### src/rtl/bctc_pkg.sv
`timescale 1ns / 1ps
package bctc_pkg;
   localparam int ADDR_W = 48;
   localparam int SLOT_W = 7;
   localparam int STATUS_W = 4;
   localparam int MODE_W = 2;

   typedef enum logic [MODE_W-1:0] {
      MODE_GET = 2'd0,
      MODE_RELEASE = 2'd1,
      MODE_FLUSH = 2'd2,
      MODE_NONE = 2'd3
   } mode_type;

   localparam logic [STATUS_W-1:0] ST_HIT = 4'd0;
   localparam logic [STATUS_W-1:0] ST_FILL = 4'd1;
   localparam logic [STATUS_W-1:0] ST_FILL_WB = 4'd2;
   localparam logic [STATUS_W-1:0] ST_MISALIGNED = 4'd3;
   localparam logic [STATUS_W-1:0] ST_NO_VICTIM = 4'd4;
   localparam logic [STATUS_W-1:0] ST_RELEASED = 4'd5;
   localparam logic [STATUS_W-1:0] ST_IGNORED = 4'd6;
   localparam logic [STATUS_W-1:0] ST_FLUSH_ENTRY = 4'd7;
   localparam logic [STATUS_W-1:0] ST_FLUSH_DONE = 4'd8;

   // controller -> datapath
   typedef struct packed {
      logic capture;   // latch request fields
      logic search;    // register match/victim scan results
      logic read;      // addr memory read of the chosen slot
      logic commit;    // update table, drive result
   } dp_cmd_type;

   // datapath -> controller
   typedef struct packed {
      logic search_done;
   } dp_status_type;
endpackage

### src/rtl/bctc_ctrl.sv
`timescale 1ns / 1ps
module bctc_ctrl (
   input  logic                    clock,
   input  logic                    reset,
   input  logic                    start,
   output logic                    busy,
   output bctc_pkg::dp_cmd_type    cmd,
   input  bctc_pkg::dp_status_type stat
);
   import bctc_pkg::*;

   typedef enum logic [1:0] {S_IDLE, S_SEARCH, S_READ, S_COMMIT} state_type;
   state_type state_ff;

   always_ff @(posedge clock) begin
      if (reset) begin
         state_ff <= S_IDLE;
      end else begin
         case (state_ff)
            S_IDLE: if (start) state_ff <= S_SEARCH;
            S_SEARCH: state_ff <= S_READ;
            S_READ: if (stat.search_done) state_ff <= S_COMMIT;
            S_COMMIT: state_ff <= S_IDLE;
            default: state_ff <= S_IDLE;
         endcase
      end
   end

   assign busy = (state_ff != S_IDLE);
   always_comb begin
      cmd.capture = (state_ff == S_IDLE) && start;
      cmd.search = (state_ff == S_SEARCH);
      cmd.read = (state_ff == S_READ);
      cmd.commit = (state_ff == S_COMMIT);
   end
endmodule

### config.mk
export PLATFORM = sky130hd
export DESIGN_NAME = bctc_ctrl
export DESIGN_NICKNAME = d
export VERILOG_FILES = /design/src/rtl/bctc_pkg.sv /design/src/rtl/bctc_ctrl.sv
export SDC_FILE = /design/constraint.sdc
export NUM_CORES = 1
export LEC_CHECK = 0
export BUFFER_PORTS_ARGS = -buffer_cell sky130_fd_sc_hd__buf_2
export CAP_MARGIN = 20
export CORE_AREA = 3 3 40 42
export CTS_CLUSTER_DIAMETER = 200
export DETAILED_ROUTE_END_ITERATION = 8
export DIE_AREA = 0 0 43 45
export PLACE_DENSITY = 0.37
export SLEW_MARGIN = 20
export SYNTH_ARGS = -nofsm -noshare
export SYNTH_HDL_FRONTEND = slang
export SYNTH_SLANG_ARGS = --single-unit
### constraint.sdc
create_clock -name clock -period 1.7 [get_ports clock]
set_clock_uncertainty 0.15 [all_clocks]
set_input_delay 0.34 -clock clock [delete_from_list [all_inputs] [get_ports clock]]
set_output_delay 0.34 -clock clock [all_outputs]
set_load 0.03 [all_outputs]
==> flow_summary.toml, run 1 <==
[place]
gp_congestion = 0.7497
place_inst = 43
io_buffers = 8

[worst_setup_path]
cp_data_arrival_time_ps = 1140
crit_slowest_cell = "dfxtp_2"
cp_max_fo = 4
slowest_delay_ps = 340
path_delay_family = "flip-flops"
critPathBufInv = 2
required_ps = 1210
start_kind = "flop"
cp_cell_sequence = "inv_1, ha_2, and2_2, buf_4"
cp-end-kind = "output port"
path_class = "reg2out"

[die]
rows = 13
start_util_pct = 14.12
core_sq_um = 1285
die_h_um = 45
pin_count = 9
dieWidth_um = 43
die_area_sq_um = 1935

[routing]
drc = 0
drt_first_pass_iters = 2
drt_wl_total_um = 349
vias = 158
antenna_left = 0
drt-vias-per-instance = 3.435
drt_iter0_markers = 1
wl_per_cell_um = 7.587

[clock_network]
cts_buffers = 3
root_buffer = "clkbuf_4"
clkSlewWorstSetupHoldPaths_ps = 30
insertion_delay_ps = 220
clockBufferDepth = 2
clock-sinks = 2
cts_tree = "built"
cts_max_level = 1

[synth]
ys_seq_elements = 2
yosys_warnings = 0
synthDistinctLibCells = 10
synthCells = 20
yosysSeqAreaShare_pct = 22.07
syn_area_per_cell_sq_um = 9.071
netlist_area_sq_um = 181.4
synth.net_count = 29

[layout]
layout_common_cells = "buf_2, inv_1, ha_1"
synthToLayoutAreaGrowth_pct = 48.97
nets = 42
reg_top3 = "state_ff (2)"
n_antenna_cell = 0
largest_reg_flops = 2
layout_commonest_cell = "buf_2"
final_cells = 46
layout-drive-gt1-share_pct = 54.84
regMostFlops = "state_ff"

[min_path]
holdCritPathClass = "in2reg"

[pwr]
power_density_nw_per_um2 = 1793
total_power_uw = 484.6
peakVddDrop_v = 0.0005476
power_leakage_nw = 0.1607

[timing]
finalHoldViolations = 0
fin_crit_sh_pct = 96.06
max_clock_freq_mhz = 612.4
worstMarginPinSlew_ps = 236.0
final_max_slew_viol_count = 0
relSlewSlack_pct = 84.27
finalSetupViolations = 0
holdWs_ps = 236.2
rsz0062_at_grt = "no"
min_period_ps = 1633
fin_tns_setup_ps = 0

[global_route]
grt_max_degree = 5
grt_pass1_vias = 167
antenna_found_initial = 0
grt_pass1_wl_um = 607
grt_usage_pct = 4.651
grt_overflow = 0

[status]
outcome = "finished clean"

[flow_run]
max-cap-violations = 0
-- worst paths after layout --
path                             startpoint           to  slack, ps  cells past startpoint
worst max-delay path            state_ff[1]       cmd[3]         70                      4
worst min-delay path                  reset  state_ff[0]        240                      3
worst max register to register  state_ff[1]  state_ff[0]        270                      5
worst min register to register  state_ff[1]  state_ff[1]        330                      2
-- logic make-up (layout without fill, tap and decap cells) --
| family | count (synthesis) | count (layout) | synth area share, % |
|---|---|---|---|
| muxes | 1 | 1 | 5.517 |
| AOI/OAI and AO/OA | 2 | 2 | 8.273 |
| adders and majority gates | 5 | 5 | 34.48 |
| and+or+nand+nor | 5 | 5 | 19.31 |
| DFF | 2 | 2 | 22.07 |
| buffers and inverters | 5 | 16 | 10.35 |
-- layout make-up --
type | count | area (sq um)
inverter | 5 | 18.77
fill | 144 | 1015
tap | 15 | 18.77
clock buffer | 3 | 22.52
timing repair buffer | 8 | 42.54
multi-input combinational | 13 | 125.1
sequential | 2 | 42.54
-- worst min-delay path, delay by kind of cell --
| family | cells | cell delay, ps |
|---|---|---|
| buf+inv | 2 | 120 |
| compound gates | 1 | 100 |
-- per-layer routing --
layer / wire length (um) / track usage (%)
met4: 0 / 5.422
met5: 0 / 0
met2: 114 / 4.491
met1: 203 / 6.220
met3: 30 / 2.390
-- where the power goes --
group          internal [mW]  switching, mW
clock network         0.0777         0.0250
logic                  0.112          0.175
registers             0.0708         0.0233
total                  0.261          0.224
-- Yosys cell counts --
master / number / area share (%)
nand2_1: 2 / 4.1
o211a_1: 1 / 5.5
dfxtp_1: 2 / 22
a21oi_1: 1 / 2.8
nor2b_4: 1 / 7.6
or3_1: 1 / 3.5
and2_2: 1 / 4.1
inv_1: 5 / 10
mux2i_1: 1 / 5.5
ha_1: 5 / 34
-- what timing repair did --
| action | in CTS | in global routing |
|---|---|---|
| setup endpoints to repair | 1 | 1 |
| resized for setup | 4 | 1 |
| hold buffers | 0 | 0 |
| buffers inserted | 0 | 0 |
-- stage by stage --
stage	utilization (%)	setup slack, ps	instance area [sq um]
CTS	21.03	31.10	270.3
global route	21.03	1.328	270.3
global placement	18.70	204.8	240.2
floorplan	-	192.7	181.4
detailed placement	18.70	168.2	240.2
finish	21.03	67.03	270.3
(Power assumes the default switching activity.)
==> run 2, diff against run 1 <==
--- a/config.mk
+++ b/config.mk
@@ -5,6 +5,7 @@
 export SDC_FILE = /design/constraint.sdc
 export NUM_CORES = 1
 export LEC_CHECK = 0
+export ABC_AREA = 1
 export BUFFER_PORTS_ARGS = -buffer_cell sky130_fd_sc_hd__buf_2
 export CAP_MARGIN = 20
 export CORE_AREA = 3 3 40 42
==> flow_summary.toml, run 2 <==
[clock_network]
cts_tree = "built"
cts_setup_buffers = 0
clkSlewWorstSetupHoldPaths_ps = 30
cts_max_level = 1
root_buffer = "clkbuf_4"
ctsHoldBuffers = 0
cts_buffers = 3
clockBufferDepth = 2
clock-sinks = 2
insertion_delay_ps = 220

[synth]
synth_edf_count = 0
netlist_area_sq_um = 183.9
syn_area_per_cell_sq_um = 6.812
synthDistinctLibCells = 8
yosys_warnings = 0
synth.net_count = 36
synthArstFlopShare_pct = 0
yosys-top-cells-area = "ha_1, dfxtp_1, inv_1, nand2_1, nor2_1"
ys_seq_elements = 2
synth_top_area_cell = "ha_1"
synthCells = 27
synth_commonest_cells = "inv_1, ha_1, nand2_1"
yosysMostFrequentCell = "inv_1"
synth_top_area_share_pct = 34.01
yosysSeqAreaShare_pct = 21.77
synth_top_flop_cell = "dfxtp_1"

[global_route]
grt_max_degree = 5
grt_overflow = 0
grt_usage_pct = 4.406
grt_pass1_wl_um = 579
antenna_found_initial = 0
grt_pass1_vias = 145

[worst_setup_path]
cp_cell_sequence = "inv_1, ha_4, nand2_1, inv_1, clkbuf_4"
path_delay_family = "buffers and inverters"
required_ps = 1210
slowest_delay_ps = 320
crit_slowest_cell = "dfxtp_2"
critPathBufInv = 3
start_kind = "flop"
cp_max_fo = 4
crit_top_cell = "inv_1"
cp-end-kind = "output port"
path_class = "reg2out"
cp_data_arrival_time_ps = 1110

[flow_run]
max-cap-violations = 0

[routing]
drt_first_pass_iters = 2
drt_iter0_markers = 1
drt_wl_total_um = 400
antenna_left = 0
drc = 0
drt-vias-per-instance = 3.094
vias = 164
wl_per_cell_um = 7.547

[layout]
regArea_sq_um = 42.54
layout_commonest_cell = "inv_1"
largest_reg_flops = 2
layout_common_cells = "inv_1, buf_2, nand2_1"
fillers = 149
nets = 49
layout-drive-gt1-share_pct = 39.47
final_area_sq_um = 282.8
multi_input_area_sq_um = 126.4
reg_top3 = "state_ff (2)"
regMostFlops = "state_ff"
n_antenna_cell = 0
synthToLayoutAreaGrowth_pct = 53.74

[timing]
fin_crit_sh_pct = 94.37
worstMarginPinSlew_ps = 165.0
relSlewSlack_pct = 88.99
holdWs_ps = 212.4
finalSetupViolations = 0
finalHoldViolations = 0
final_max_slew_viol_count = 0
fin_tns_setup_ps = 0
max_clock_freq_mhz = 623.4
rsz0062_at_grt = "no"
min_period_ps = 1604

[place]
dpl.hpwl_um = 303
placed_cell_area_sq_um = 242.7
io_buffers = 8
gp_congestion = 0.6214

[die]
rows = 13
start_util_pct = 14.31
pin_count = 9
core_sq_um = 1285
die_h_um = 45
dieWidth_um = 43
die_area_sq_um = 1935

[pwr]
power_leakage_nw = 0.1717
power_density_nw_per_um2 = 1939
peakVddDrop_v = 0.0004970
total_power_uw = 548.2

[min_path]
holdCritPathClass = "in2reg"

[status]
outcome = "finished clean"
==> run 2: cell count changes after synthesis <==
cell and delta:
nor2b_4 -1, and2_2 -1, a21oi_1 +1, nand2_2 +1, o211a_1 -1, mux2i_1 -1
nor2_1 +3, inv_1 +3, nand2_1 +3, nand3_1 +1, or3_1 -1
==> run 2: logic make-up after synthesis <==
kind of cell | after synthesis | share of synthesized area (%)
adders and majority gates | 5 | 34.01
buffers and inverters | 8 | 16.33
AOI/OAI and AO/OA | 2 | 5.442
and+or+nand+nor | 10 | 22.45
DFF | 2 | 21.77
==> run 2: layout make-up <==
cell class | count | area share, %
Tap cell | 15 | 6.637
Timing Repair Buffer | 8 | 15.04
Clock buffer | 3 | 7.965
Sequential cell | 2 | 15.04
Multi-Input combinational cell | 17 | 44.69
Inverter | 8 | 10.62
==> run 2: per-layer routing <==
layer / track usage (%) / vias up / part of all wire, %
met5: 0 / - / 0
met4: 3.614 / 0 / 0
met3: 3.984 / 0 / 11
met2: 4.491 / 7 / 36
met1: 5.276 / 57 / 53
li1: - / 100 / -
==> run 2: worst paths after layout <==
path	from	endpoint	slack, ps	cells after the start
worst max-delay path	state_ff[1]	cmd[3]	100	5
worst min register to register	state_ff[0]	state_ff[0]	370	2
worst min-delay path	reset	state_ff[0]	210	4
worst max register to register	state_ff[0]	state_ff[1]	450	6
==> run 2: worst reg2reg max path, delay by kind of cell (launching register included) <==
kind	cells	cell delay, ps
flip-flops	1	340
AND/OR/NAND/NOR	4	290
adder cells (fa/ha/maj)	1	240
buffers and inverters	1	100
==> run 2: repair_timing <==
item | in CTS | in global routing
pin swaps | 0 | 1
endpoints found under the setup margin | 1 | 2
resized for setup | 1 | 4
==> run 2: stage by stage <==
stage / setup WS [ps] / utilization [%] / std cells
6_report: 95.77 / 22.01 / 53
5_1_grt: 23.32 / 22.01 / 53
4_1_cts: 10.01 / 20.74 / 53
3_5_place_dp: 228.0 / 18.89 / 50
3_3_place_gp: 239.5 / 18.89 / 50
2_1_floorplan: 341.1 / - / 27
==> run 2: power breakdown <==
part | internal, mW | switching [mW] | leakage (nW)
logic | 0.123 | 0.225 | 0.141
registers | 0.0731 | 0.0223 | 0.0172
clock network | 0.0778 | 0.0261 | 0.0138
total | 0.274 | 0.274 | 0.172
